### config.mk
export PLATFORM = sky130hd
export DESIGN_NAME = packet_ack_delivery_tracker_top
export DESIGN_NICKNAME = d
export VERILOG_FILES = /design/src/hdl/padt_pkg.sv /design/src/hdl/packet_ack_delivery_tracker_top.sv /design/src/hdl/padt_ram.sv /design/src/hdl/padt_front.sv /design/src/hdl/padt_back.sv
export SDC_FILE = /design/constraint.sdc
export NUM_CORES = 2
export LEC_CHECK = 0
export BUFFER_PORTS_ARGS = -buffer_cell sky130_fd_sc_hd__clkbuf_2
export CAP_MARGIN = 10
export CORE_ASPECT_RATIO = 0.8
export CORE_MARGIN = 3
export CORE_UTILIZATION = 50
export DETAILED_ROUTE_END_ITERATION = 12
export PLACE_DENSITY_LB_ADDON = 0.12
export SLEW_MARGIN = 20
export SYNTH_ARGS = -nofsm -noshare
export SYNTH_HDL_FRONTEND = slang
export SYNTH_SLANG_ARGS = --single-unit
### constraint.sdc
create_clock -name clock -period 7.55 [get_ports clock]
set_clock_uncertainty 0.05 [all_clocks]
set_input_delay 0 -clock clock [delete_from_list [all_inputs] [get_ports clock]]
set_output_delay 0 -clock clock [all_outputs]
set_load 0.01 [all_outputs]
### src/hdl/padt_pkg.sv
// ----------------------------------------------------------------------------
// padt_pkg
// Shared codes and types of the packet ack and delivery tracker.
// ----------------------------------------------------------------------------
package padt_pkg;

   localparam int SEQ_MAX_BITS = 32;
   localparam int TIME_BITS    = 32;
   localparam int CNT_BITS     = 8;

   localparam logic [1:0] OP_SEND = 2'd0;
   localparam logic [1:0] OP_RECV = 2'd1;
   localparam logic [1:0] OP_TICK = 2'd2;

   localparam logic [1:0] KIND_SEND    = 2'd0;
   localparam logic [1:0] KIND_VERDICT = 2'd1;
   localparam logic [1:0] KIND_DELIV   = 2'd2;
   localparam logic [1:0] KIND_DROP    = 2'd3;

   localparam logic [1:0] CSR_SEND_ACKS    = 2'd0;
   localparam logic [1:0] CSR_PROCESS_ACKS = 2'd1;
   localparam logic [1:0] CSR_TIMEOUT      = 2'd2;

   localparam logic [CNT_BITS-1:0] CNT_MAX = 8'd255;
   localparam logic [TIME_BITS-1:0] TIMEOUT_RESET = 32'd1000;

   typedef struct packed {
      logic [1:0]              op;
      logic [TIME_BITS-1:0]    now_time;
      logic [SEQ_MAX_BITS-1:0] rx_sequence;
      logic                    rx_has_ack;
      logic [SEQ_MAX_BITS-1:0] rx_ack_start;
      logic [CNT_BITS-1:0]     rx_ack_count;
   } cmd_type;

   typedef struct packed {
      logic [1:0]              kind;
      logic [SEQ_MAX_BITS-1:0] seq;
      logic                    has_ack;
      logic [SEQ_MAX_BITS-1:0] ack_start;
      logic [CNT_BITS-1:0]     ack_count;
      logic                    accepted;
      logic                    overflow;
      logic                    last;
   } res_type;

   typedef struct packed {
      logic                 send_acks;
      logic                 process_acks;
      logic [TIME_BITS-1:0] timeout_ticks;
   } cfg_type;

endpackage

### src/hdl/packet_ack_delivery_tracker_top.sv
// ----------------------------------------------------------------------------
// packet_ack_delivery_tracker_top
// Sequence numbering, ack range collection and delivery notification for a
// packet link.
// ----------------------------------------------------------------------------
//
//   channel   direction  handshake                 payload
//   req_*     in         req_valid / req_ready     opcode, time, rx seq, ack range
//   rsp_*     out        rsp_valid / rsp_ready     kind, seq, tx ack range, flags
//   csr_*     in         csr_write_enable          csr_index, csr_write_data
//
// A word is queued in the command queue, then the back end runs: a send through
// its send and finish states; a receive through receive, a read and evaluate state
// per ack walk step when it carries a range, then finish; a timeout check likewise.
// The walks go through the in-flight RAM one read per step.
// Reset is synchronous and empties both queues and the command queue.
// Either side may stall on its own: the command queue decouples the request
// side, the output register and a held-back result the response side.
// ----------------------------------------------------------------------------
module packet_ack_delivery_tracker_top #(
   parameter int FLIGHT_DEPTH    = 32,
   parameter int ACK_RANGE_DEPTH = 16,
   parameter int SEQ_BITS        = 16
) (
   input  logic                clock,
   input  logic                reset,
   // request channel
   input  logic                req_valid,
   output logic                req_ready,
   input  logic [1:0]          req_opcode,
   input  logic [31:0]         req_now_time,
   input  logic [SEQ_BITS-1:0] req_rx_sequence,
   input  logic                req_rx_has_ack,
   input  logic [SEQ_BITS-1:0] req_rx_ack_start,
   input  logic [7:0]          req_rx_ack_count,
   // result channel
   output logic                rsp_valid,
   input  logic                rsp_ready,
   output logic [1:0]          rsp_result_kind,
   output logic [SEQ_BITS-1:0] rsp_sequence_res,
   output logic                rsp_tx_has_ack,
   output logic [SEQ_BITS-1:0] rsp_tx_ack_start,
   output logic [7:0]          rsp_tx_ack_count,
   output logic                rsp_accepted,
   output logic                rsp_overflow,
   output logic                rsp_last,
   // configuration
   input  logic                csr_write_enable,
   input  logic [1:0]          csr_index,
   input  logic [31:0]         csr_write_data
);

   padt_pkg::cfg_type cfg_ff;
   logic              cmd_valid;
   logic              cmd_ready;
   padt_pkg::cmd_type cmd;
   padt_pkg::res_type res;

   // hold the configuration registers; the user writes them only while idle (not enforced)
   always_ff @(posedge clock) begin
      if (reset) begin
         cfg_ff.send_acks     <= 1'b1;
         cfg_ff.process_acks  <= 1'b1;
         cfg_ff.timeout_ticks <= padt_pkg::TIMEOUT_RESET;
      end else if (csr_write_enable) begin
         case (csr_index)
            padt_pkg::CSR_SEND_ACKS:    cfg_ff.send_acks     <= csr_write_data[0];
            padt_pkg::CSR_PROCESS_ACKS: cfg_ff.process_acks  <= csr_write_data[0];
            padt_pkg::CSR_TIMEOUT:      cfg_ff.timeout_ticks <= csr_write_data;
            default: ;
         endcase
      end
   end

   // front: take words, drop unknown opcodes, queue commands
   padt_front #(.SEQ_BITS(SEQ_BITS)) u_front (
      .clock            (clock),
      .reset            (reset),
      .req_valid        (req_valid),
      .req_ready        (req_ready),
      .req_opcode       (req_opcode),
      .req_now_time     (req_now_time),
      .req_rx_sequence  (req_rx_sequence),
      .req_rx_has_ack   (req_rx_has_ack),
      .req_rx_ack_start (req_rx_ack_start),
      .req_rx_ack_count (req_rx_ack_count),
      .cmd_valid        (cmd_valid),
      .cmd              (cmd),
      .cmd_ready        (cmd_ready)
   );

   // back: advance numbering, walk the queues, emit results
   padt_back #(
      .FLIGHT_DEPTH    (FLIGHT_DEPTH),
      .ACK_RANGE_DEPTH (ACK_RANGE_DEPTH),
      .SEQ_BITS        (SEQ_BITS)
   ) u_back (
      .clock     (clock),
      .reset     (reset),
      .cfg       (cfg_ff),
      .cmd_valid (cmd_valid),
      .cmd       (cmd),
      .cmd_ready (cmd_ready),
      .out_valid (rsp_valid),
      .out_res   (res),
      .out_ready (rsp_ready)
   );

   assign rsp_result_kind  = res.kind;
   assign rsp_sequence_res = res.seq[SEQ_BITS-1:0];
   assign rsp_tx_has_ack   = res.has_ack;
   assign rsp_tx_ack_start = res.ack_start[SEQ_BITS-1:0];
   assign rsp_tx_ack_count = res.ack_count;
   assign rsp_accepted     = res.accepted;
   assign rsp_overflow     = res.overflow;
   assign rsp_last         = res.last;

endmodule

### src/hdl/padt_ram.sv
// ----------------------------------------------------------------------------
// padt_ram
// Generic single write, single read RAM with registered read data.
// ----------------------------------------------------------------------------
module padt_ram #(
   parameter int WIDTH = 8,
   parameter int DEPTH = 16
) (
   input  logic                     clock,
   input  logic                     wr_en,
   input  logic [$clog2(DEPTH)-1:0] wr_addr,
   input  logic [WIDTH-1:0]         wr_data,
   input  logic                     rd_en,
   input  logic [$clog2(DEPTH)-1:0] rd_addr,
   output logic [WIDTH-1:0]         rd_data
);

   logic [WIDTH-1:0] mem_ff [DEPTH];

   always_ff @(posedge clock) begin
      if (wr_en) begin
         mem_ff[wr_addr] <= wr_data;
      end
      if (rd_en) begin
         rd_data <= mem_ff[rd_addr];
      end
   end

endmodule

### src/hdl/padt_front.sv
// ----------------------------------------------------------------------------
// padt_front
// Accept request words, drop unknown opcodes, hold commands in a two-entry
// queue for the back end.
// ----------------------------------------------------------------------------
module padt_front #(
   parameter int SEQ_BITS = 16
) (
   input  logic                  clock,
   input  logic                  reset,
   input  logic                  req_valid,
   output logic                  req_ready,
   input  logic [1:0]            req_opcode,
   input  logic [31:0]           req_now_time,
   input  logic [SEQ_BITS-1:0]   req_rx_sequence,
   input  logic                  req_rx_has_ack,
   input  logic [SEQ_BITS-1:0]   req_rx_ack_start,
   input  logic [7:0]            req_rx_ack_count,
   output logic                  cmd_valid,
   output padt_pkg::cmd_type     cmd,
   input  logic                  cmd_ready
);

   padt_pkg::cmd_type q_ff [2];
   logic              wr_ptr_ff;
   logic              rd_ptr_ff;
   logic [1:0]        cnt_ff;
   logic              push;
   logic              pop;
   padt_pkg::cmd_type new_cmd;

   assign req_ready = (cnt_ff != 2'd2);
   assign cmd_valid = (cnt_ff != 2'd0);
   assign cmd       = q_ff[rd_ptr_ff];
   assign pop       = cmd_valid && cmd_ready;
   assign push      = req_valid && req_ready &&
                      (req_opcode == padt_pkg::OP_SEND ||
                       req_opcode == padt_pkg::OP_RECV ||
                       req_opcode == padt_pkg::OP_TICK);

   always_comb begin
      new_cmd              = '0;
      new_cmd.op           = req_opcode;
      new_cmd.now_time     = req_now_time;
      new_cmd.rx_sequence  = padt_pkg::SEQ_MAX_BITS'(req_rx_sequence);
      new_cmd.rx_has_ack   = req_rx_has_ack;
      new_cmd.rx_ack_start = padt_pkg::SEQ_MAX_BITS'(req_rx_ack_start);
      new_cmd.rx_ack_count = req_rx_ack_count;
   end

   always_ff @(posedge clock) begin
      if (push) begin
         q_ff[wr_ptr_ff] <= new_cmd;
      end
      if (reset) begin
         wr_ptr_ff <= 1'b0;
         rd_ptr_ff <= 1'b0;
         cnt_ff    <= 2'd0;
      end else begin
         if (push) begin
            wr_ptr_ff <= ~wr_ptr_ff;
         end
         if (pop) begin
            rd_ptr_ff <= ~rd_ptr_ff;
         end
         cnt_ff <= cnt_ff + {1'b0, push} - {1'b0, pop};
      end
   end

endmodule

### src/hdl/padt_back.sv
// ----------------------------------------------------------------------------
// padt_back
// Execute commands: numbering, ack range queue, in-flight queue, ack and
// timeout walks. One result is held back so that the last one can be marked.
// ----------------------------------------------------------------------------
module padt_back #(
   parameter int FLIGHT_DEPTH    = 32,
   parameter int ACK_RANGE_DEPTH = 16,
   parameter int SEQ_BITS        = 16
) (
   input  logic              clock,
   input  logic              reset,
   input  padt_pkg::cfg_type cfg,
   input  logic              cmd_valid,
   input  padt_pkg::cmd_type cmd,
   output logic              cmd_ready,
   output logic              out_valid,
   output padt_pkg::res_type out_res,
   input  logic              out_ready
);

   localparam int FIW = $clog2(FLIGHT_DEPTH);
   localparam int FCW = $clog2(FLIGHT_DEPTH + 1);
   localparam int AIW = $clog2(ACK_RANGE_DEPTH);
   localparam int ACW = $clog2(ACK_RANGE_DEPTH + 1);
   localparam int FW  = SEQ_BITS + 32;
   localparam int AW  = SEQ_BITS + 8;

   typedef enum logic [2:0] {
      S_IDLE, S_SEND, S_RECV, S_WALK_RD, S_WALK_EV, S_TO_RD, S_TO_EV, S_FINISH
   } state_type;

   state_type         state_ff;
   padt_pkg::cmd_type cur_ff;
   logic [SEQ_BITS-1:0] next_tx_ff;
   logic [SEQ_BITS-1:0] next_exp_ff;
   logic [FIW-1:0]    f_head_ff;
   logic [FCW-1:0]    f_count_ff;
   logic [AIW-1:0]    a_head_ff;
   logic [ACW-1:0]    a_count_ff;
   logic [SEQ_BITS-1:0] tail_start_ff;
   logic [7:0]        tail_cnt_ff;
   logic [SEQ_BITS:0] nxt_ff;
   logic [SEQ_BITS:0] end_ff;
   padt_pkg::res_type pend_ff;
   logic              pend_valid_ff;
   padt_pkg::res_type out_ff;
   logic              out_valid_ff;

   logic              out_free;
   logic              push_ok;
   logic              emit_req;
   padt_pkg::res_type emit_res;
   logic              step_ok;
   logic              out_load;
   padt_pkg::res_type pend_last;

   logic              f_we;
   logic [FIW-1:0]    f_tail;
   logic [FIW:0]      f_sum;
   logic [FW-1:0]     f_rd;
   logic              f_rd_en;
   logic [SEQ_BITS-1:0] fs;
   logic [31:0]       ft;
   logic [SEQ_BITS:0] fsx;
   logic              f_full;
   logic              timed_out;

   logic              a_we;
   logic [AIW-1:0]    a_waddr;
   logic [AW-1:0]     a_wdata;
   logic [AW-1:0]     a_rd;
   logic              a_rd_en;
   logic [AIW:0]      a_sum;
   logic [AIW:0]      a_sum_m1;
   logic [AIW-1:0]    a_tail_new;
   logic [AIW-1:0]    a_tail_last;
   logic              a_pop;

   logic [SEQ_BITS-1:0] rxs;
   logic              rx_acc;
   logic              a_extend;
   logic              a_ovf;
   logic              walk_go;

   function automatic logic [FIW-1:0] f_inc(input logic [FIW-1:0] v);
      f_inc = (v == FIW'(FLIGHT_DEPTH - 1)) ? '0 : v + 1'b1;
   endfunction

   function automatic logic [AIW-1:0] a_inc(input logic [AIW-1:0] v);
      a_inc = (v == AIW'(ACK_RANGE_DEPTH - 1)) ? '0 : v + 1'b1;
   endfunction

   assign cmd_ready = (state_ff == S_IDLE);
   assign out_valid = out_valid_ff;
   assign out_res   = out_ff;
   assign out_free  = !out_valid_ff || out_ready;
   assign push_ok   = !pend_valid_ff || out_free;
   assign step_ok   = !emit_req || push_ok;

   // load the output register from the held-back word
   assign out_load  = (emit_req && push_ok && pend_valid_ff) ||
                      ((state_ff == S_FINISH) && pend_valid_ff && out_free);

   always_comb begin
      pend_last      = pend_ff;
      pend_last.last = 1'b1;
   end

   // flight queue addressing
   assign f_sum   = (FIW+1)'(f_head_ff) + (FIW+1)'(f_count_ff);
   assign f_tail  = (f_sum >= (FIW+1)'(FLIGHT_DEPTH)) ?
                    FIW'(f_sum - (FIW+1)'(FLIGHT_DEPTH)) : FIW'(f_sum);
   assign f_full  = (f_count_ff >= FCW'(FLIGHT_DEPTH));
   assign f_we    = (state_ff == S_SEND) && step_ok && cfg.process_acks && !f_full;
   assign f_rd_en = (state_ff == S_WALK_RD) || (state_ff == S_TO_RD);
   assign fs      = f_rd[SEQ_BITS-1:0];
   assign ft      = f_rd[FW-1:SEQ_BITS];
   assign fsx     = {1'b0, fs};
   assign timed_out = ({1'b0, ft} + {1'b0, cfg.timeout_ticks}) < {1'b0, cur_ff.now_time};

   // ack range queue addressing
   assign a_sum       = (AIW+1)'(a_head_ff) + (AIW+1)'(a_count_ff);
   assign a_sum_m1    = a_sum - 1'b1;
   assign a_tail_new  = (a_sum >= (AIW+1)'(ACK_RANGE_DEPTH)) ?
                        AIW'(a_sum - (AIW+1)'(ACK_RANGE_DEPTH)) : AIW'(a_sum);
   assign a_tail_last = (a_sum_m1 >= (AIW+1)'(ACK_RANGE_DEPTH)) ?
                        AIW'(a_sum_m1 - (AIW+1)'(ACK_RANGE_DEPTH)) : AIW'(a_sum_m1);
   assign a_rd_en     = (state_ff == S_IDLE) && cmd_valid;
   assign a_pop       = cfg.send_acks && (a_count_ff != '0);

   assign rxs      = cur_ff.rx_sequence[SEQ_BITS-1:0];
   assign rx_acc   = (rxs >= next_exp_ff);
   assign a_extend = (a_count_ff != '0) && (tail_cnt_ff != padt_pkg::CNT_MAX) &&
                     ((tail_start_ff + SEQ_BITS'(tail_cnt_ff)) == rxs);
   assign a_ovf    = cfg.send_acks && rx_acc && !a_extend &&
                     (a_count_ff >= ACW'(ACK_RANGE_DEPTH));
   assign a_we     = (state_ff == S_RECV) && step_ok && cfg.send_acks && rx_acc && !a_ovf;
   assign a_waddr  = a_extend ? a_tail_last : a_tail_new;
   assign a_wdata  = a_extend ? {tail_start_ff, tail_cnt_ff + 8'd1} : {rxs, 8'd1};
   assign walk_go  = cfg.process_acks && cur_ff.rx_has_ack;

   // result raised by the current state, if any
   always_comb begin
      emit_req = 1'b0;
      emit_res = '0;
      case (state_ff)
         S_SEND: begin
            emit_req           = 1'b1;
            emit_res.kind      = padt_pkg::KIND_SEND;
            emit_res.seq       = padt_pkg::SEQ_MAX_BITS'(next_tx_ff);
            emit_res.has_ack   = a_pop;
            emit_res.ack_start = a_pop ? padt_pkg::SEQ_MAX_BITS'(a_rd[AW-1:8]) : '0;
            emit_res.ack_count = a_pop ? a_rd[7:0] : 8'd0;
            emit_res.overflow  = cfg.process_acks && f_full;
         end
         S_RECV: begin
            emit_req          = 1'b1;
            emit_res.kind     = padt_pkg::KIND_VERDICT;
            emit_res.seq      = padt_pkg::SEQ_MAX_BITS'(rxs);
            emit_res.accepted = rx_acc;
            emit_res.overflow = a_ovf;
         end
         S_WALK_EV: begin
            emit_req      = (fsx <= nxt_ff);
            emit_res.kind = (fsx < nxt_ff) ? padt_pkg::KIND_DROP : padt_pkg::KIND_DELIV;
            emit_res.seq  = padt_pkg::SEQ_MAX_BITS'(fs);
         end
         S_TO_EV: begin
            emit_req      = timed_out;
            emit_res.kind = padt_pkg::KIND_DROP;
            emit_res.seq  = padt_pkg::SEQ_MAX_BITS'(fs);
         end
         default: begin
            emit_req = 1'b0;
         end
      endcase
   end

   padt_ram #(.WIDTH(FW), .DEPTH(FLIGHT_DEPTH)) u_flight_ram (
      .clock   (clock),
      .wr_en   (f_we),
      .wr_addr (f_tail),
      .wr_data ({cur_ff.now_time, next_tx_ff}),
      .rd_en   (f_rd_en),
      .rd_addr (f_head_ff),
      .rd_data (f_rd)
   );

   padt_ram #(.WIDTH(AW), .DEPTH(ACK_RANGE_DEPTH)) u_ack_ram (
      .clock   (clock),
      .wr_en   (a_we),
      .wr_addr (a_waddr),
      .wr_data (a_wdata),
      .rd_en   (a_rd_en),
      .rd_addr (a_head_ff),
      .rd_data (a_rd)
   );

   always_ff @(posedge clock) begin
      if (reset) begin
         state_ff      <= S_IDLE;
         next_tx_ff    <= '0;
         next_exp_ff   <= '0;
         f_head_ff     <= '0;
         f_count_ff    <= '0;
         a_head_ff     <= '0;
         a_count_ff    <= '0;
         pend_valid_ff <= 1'b0;
         out_valid_ff  <= 1'b0;
      end else begin
         if (out_load) begin
            out_valid_ff <= 1'b1;
         end else if (out_ready) begin
            out_valid_ff <= 1'b0;
         end
         if (emit_req && push_ok) begin
            if (pend_valid_ff) begin
               out_ff <= pend_ff;
            end
            pend_ff       <= emit_res;
            pend_valid_ff <= 1'b1;
         end
         unique case (state_ff)
            S_IDLE: begin
               if (cmd_valid) begin
                  cur_ff <= cmd;
                  unique case (cmd.op)
                     padt_pkg::OP_SEND: state_ff <= S_SEND;
                     padt_pkg::OP_RECV: state_ff <= S_RECV;
                     default:           state_ff <= S_TO_RD;
                  endcase
               end
            end
            S_SEND: begin
               if (push_ok) begin
                  next_tx_ff <= next_tx_ff + 1'b1;
                  if (f_we) begin
                     f_count_ff <= f_count_ff + 1'b1;
                  end
                  if (a_pop) begin
                     a_head_ff  <= a_inc(a_head_ff);
                     a_count_ff <= a_count_ff - 1'b1;
                  end
                  state_ff <= S_FINISH;
               end
            end
            S_RECV: begin
               if (push_ok) begin
                  if (rx_acc) begin
                     next_exp_ff <= rxs + 1'b1;
                  end
                  if (a_we) begin
                     if (a_extend) begin
                        tail_cnt_ff <= tail_cnt_ff + 8'd1;
                     end else begin
                        tail_start_ff <= rxs;
                        tail_cnt_ff   <= 8'd1;
                        a_count_ff    <= a_count_ff + 1'b1;
                     end
                  end
                  nxt_ff   <= {1'b0, cur_ff.rx_ack_start[SEQ_BITS-1:0]};
                  end_ff   <= {1'b0, cur_ff.rx_ack_start[SEQ_BITS-1:0]} +
                              (SEQ_BITS+1)'(cur_ff.rx_ack_count);
                  state_ff <= walk_go ? S_WALK_RD : S_FINISH;
               end
            end
            S_WALK_RD: begin
               state_ff <= ((nxt_ff < end_ff) && (f_count_ff != '0)) ? S_WALK_EV : S_FINISH;
            end
            S_WALK_EV: begin
               if (step_ok) begin
                  if (fsx <= nxt_ff) begin
                     f_head_ff  <= f_inc(f_head_ff);
                     f_count_ff <= f_count_ff - 1'b1;
                  end
                  if (fsx == nxt_ff) begin
                     nxt_ff <= nxt_ff + 1'b1;
                  end else if (fsx > nxt_ff) begin
                     nxt_ff <= fsx;
                  end
                  state_ff <= S_WALK_RD;
               end
            end
            S_TO_RD: begin
               state_ff <= (f_count_ff != '0) ? S_TO_EV : S_FINISH;
            end
            S_TO_EV: begin
               if (!timed_out) begin
                  state_ff <= S_FINISH;
               end else if (push_ok) begin
                  f_head_ff  <= f_inc(f_head_ff);
                  f_count_ff <= f_count_ff - 1'b1;
                  state_ff   <= S_TO_RD;
               end
            end
            S_FINISH: begin
               if (!pend_valid_ff) begin
                  state_ff <= S_IDLE;
               end else if (out_free) begin
                  out_ff        <= pend_last;
                  pend_valid_ff <= 1'b0;
                  state_ff      <= S_IDLE;
               end
            end
            default: begin
               state_ff <= S_IDLE;
            end
         endcase
      end
   end

endmodule

==> flow_summary.json <==
{
  "insertion_delay_ns": 0.86,
  "synthAdderAreaFrac": 0.0205,
  "grt_max_degree": 157,
  "cp_common_cell": "a21oi_1",
  "multi_input_area_um2": 24900,
  "use_met2": 0.362,
  "drt_iter0_drc": 5813,
  "core_um2": 196000,
  "cts_max_path_buffers": 3,
  "cts_tree": "built",
  "worstHoldStart": "reset",
  "clkTransAtPathRegs_ns": 0.06,
  "synth.top_cell.area_share": 0.719,
  "syn_avg_cell_area_um2": 20.1,
  "crit_start": "u_back.u_flight_ram.rd_data[19]",
  "fin_crit_sh": 0.883,
  "synth_top_family_by_area": "multiplexers",
  "p_leak_nw": 37.0,
  "cp_top_family": "compound AO/OA/AOI/OAI gates",
  "r2r_start": "u_back.u_flight_ram.rd_data[19]",
  "grt_pass1_vias": 50600,
  "hold_class": "input pin to register",
  "p_per_area_nw_per_um2": 302,
  "clock.fmax_mhz": 150,
  "start_util": 0.505,
  "routed_wl_um": 243000,
  "setup_viol": 0,
  "status": "completed",
  "die-area_um2": 203000,
  "hold_violations": 0,
  "worstPathMaxFanout": 17,
  "crit_path_end": "u_back.pend_ff[20]",
  "yosysTopAreaCell": "edfxtp_1",
  "layout_commonest_cell": "edfxtp_1",
  "regArea_um2": 73000,
  "ys_seq_elements": 2460,
  "grt.busiest_layer": "met1",
  "netlist_top_cells_area": "edfxtp_1 72%, mux4_2 14%, mux2_2 2.1%",
  "irDropWorstVdd_uv": 290,
  "stdcell_count": 8288,
  "ioPinCount": 162,
  "routedWlPerCell_um": 29.3,
  "synth_mux_area_frac": 0.159,
  "slowest_stage": "a2111oi_0",
  "relSlewSlack": 0.257,
  "cts.sinks": 2460,
  "power.total_mw": 34.4,
  "synth_area_um2": 98800,
  "place.gp.congestion": 0.815,
  "fin_nets": 5784,
  "drive_gt1_frac": 0.265,
  "grtUsageMet1": 0.371,
  "die_w_um": 503,
  "rsz0062_at_grt": "no",
  "cts_setup_buffers": 0,
  "antenna_left": 0,
  "drc_errors": 0,
  "fin_hold_ws_ns": 0.0870,
  "final_cell_mix": "2,364 x edfxtp_1, 600 x mux4_2, 280 x dlygate4sd3_1, 229 x clkbuf_16, 197 x nand2_1",
  "max_stage_delay_ns": 0.87,
  "cts_root_buf": "clkbuf_16",
  "gr-total-overflow": 0,
  "worst_pin_slew_ns": 1.11,
  "reg2regPathDepth": 20,
  "fin_crit_ns": 6.67,
  "cp-start-kind": "register",
  "slew_viol_final": 0,
  "grt_usage": 0.241,
  "synthToLayoutAreaGrowth_pct": 15.3,
  "dp.cells": 7567,
  "fin_tns_setup_ns": 0,
  "drt_pass1_iterations": 6,
  "final.fill_count": 14300,
  "synthFlopType": "edfxtp_1",
  "cts_max_level": 4,
  "viasPerCell": 6.03,
  "syn_inst": 4916,
  "cp_num_buf_inv": 1,
  "arrival_ns": 7.15,
  "cts_made_buffers": 229,
  "critPathRequiredTime_ns": 8.03,
  "rows": 145,
  "ys_types": 89,
  "worstSetupPathType": "register to register",
  "worst-path-stages": 20,
  "rr_endpoint": "u_back.pend_ff[20]",
  "antenna_found_initial": 16,
  "synth_compound_area_frac": 0.0274,
  "routed-via-count": 49900,
  "cp-end-kind": "register",
  "grt_util_met3": 0.0425,
  "die_h_um": 404,
  "synth_fp_nets": 5188,
  "rrSetupSlack_ns": 0.88,
  "seq_area_frac_synth": 0.738,
  "dp_hpwl_um": 135000,
  "yosys_warnings": 0,
  "synth_edf_count": 2364,
  "grt_first_pass_wirelength_um": 352000,
  "maxCapViolCount": 0,
  "synthArstFlopShare": 0,
  "port-buffer-count": 161,
  "crit_chain": "ha_1 -> a21o_1 -> a21oi_1 -> a211o_1 -> o211ai_1 -> a2111oi_0 -> o41ai_1 -> a21o_1 -> a21oi_1 -> xnor2_1 -> ha_1 -> a21oi_1 -> o21ai_0 -> a32oi_1 -> nand3_2 -> nor4_4 -> a21oi_1 -> nor3_1 -> o21a_2 -> buf_4",
  "synth_xor_area_frac": 0.0111,
  "synth-simple-area-share": 0.0306
}
## logic make-up after synthesis
logic type | after synthesis
buf+inv | 337
mux | 796
xor+xnor | 125
compound gates | 410
simple gates | 630
fa+ha+maj | 158
flops | 2460
## stage by stage
stage | cell area (µm²) | utilization | setup slack (ns)
CTS | 114000 | 0.581 | 0.883
detailed placement | 104000 | 0.529 | 0.940
floorplan | 98800 | - | 0.992
global route | 114000 | 0.582 | 0.509
finish | 114000 | 0.582 | 0.884
global placement | 103000 | 0.529 | 0.972
## flip-flops by register name (all words and copies together), names as in the netlist, 17 cells and up, named ones only
name and cells:
u_back.u_ack_ram.rd_data 24, u_back.cur_ff 73, cfg_ff 34, u_back.u_flight_ram.mem_ff 1536
u_back.end_ff 17, u_back.u_ack_ram.mem_ff 384, u_back.nxt_ff 17, u_back.out_res 46
u_back.u_flight_ram.rd_data 48, u_front.q_ff 150, u_back.pend_ff 45
## layout make-up
class                           instances  share of cell area
Multi-Input combinational cell       2119               0.219
Inverter                              117             0.00387
Sequential cell                      2460               0.640
Clock buffer                          301              0.0535
Clock inverter                        133              0.0121
Tap cell                             2572              0.0283
Timing Repair Buffer                  585              0.0429
Antenna cell                            1           0.0000220
## worst min path at each step
| stage | end | depth (start not counted) |
|---|---|---|
| finish | u_front.rd_ptr_ff | 3 |
| CTS | u_front.rd_ptr_ff | 3 |
| detailed placement | u_front.q_ff[0][44] | 1 |
| floorplan | u_front.q_ff[0][0] | 0 |
| global placement | u_front.q_ff[1][54] | 1 |
| global route | u_back.next_exp_ff[1] | 3 |
## worst min-delay path: stages
cell           delay, ns
dlygate4sd3_1       0.54
buf_4               0.28
nor2_1              0.14
## layer usage
| layer | share of wire | wire, µm | up-vias |
|---|---|---|---|
| met1 | 0.45 | 109000 | 26500 |
| li1 | - | - | 21300 |
| met4 | 0.023 | 5520 | 2 |
| met2 | 0.46 | 111000 | 1791 |
| met5 | 0.000029 | 7 | - |
| met3 | 0.072 | 17400 | 320 |
## where the power goes
group          switching, mW  internal (mW)
clock                   5.07           6.40
sequential             0.659           16.2
combinational           3.41           2.70
total                   9.15           25.3
## cells in the mapped netlist, types with 77 or more instances
| library cell | instances |
|---|---|
| dfxtp_1 | 96 |
| ha_1 | 151 |
| o21ai_0 | 77 |
| mux2_2 | 180 |
| inv_1 | 117 |
| a21oi_1 | 132 |
| nor2_1 | 179 |
| nand2_1 | 197 |
| edfxtp_1 | 2364 |
| clkbuf_1 | 136 |
| mux4_2 | 600 |
| xnor2_1 | 79 |
## repair_timing
action,4_1_cts,5_1_grt
resized for setup,0,0
hold endpoints to repair,276,0
hold buffers,280,0
Power figures use the tool's default switching activity.
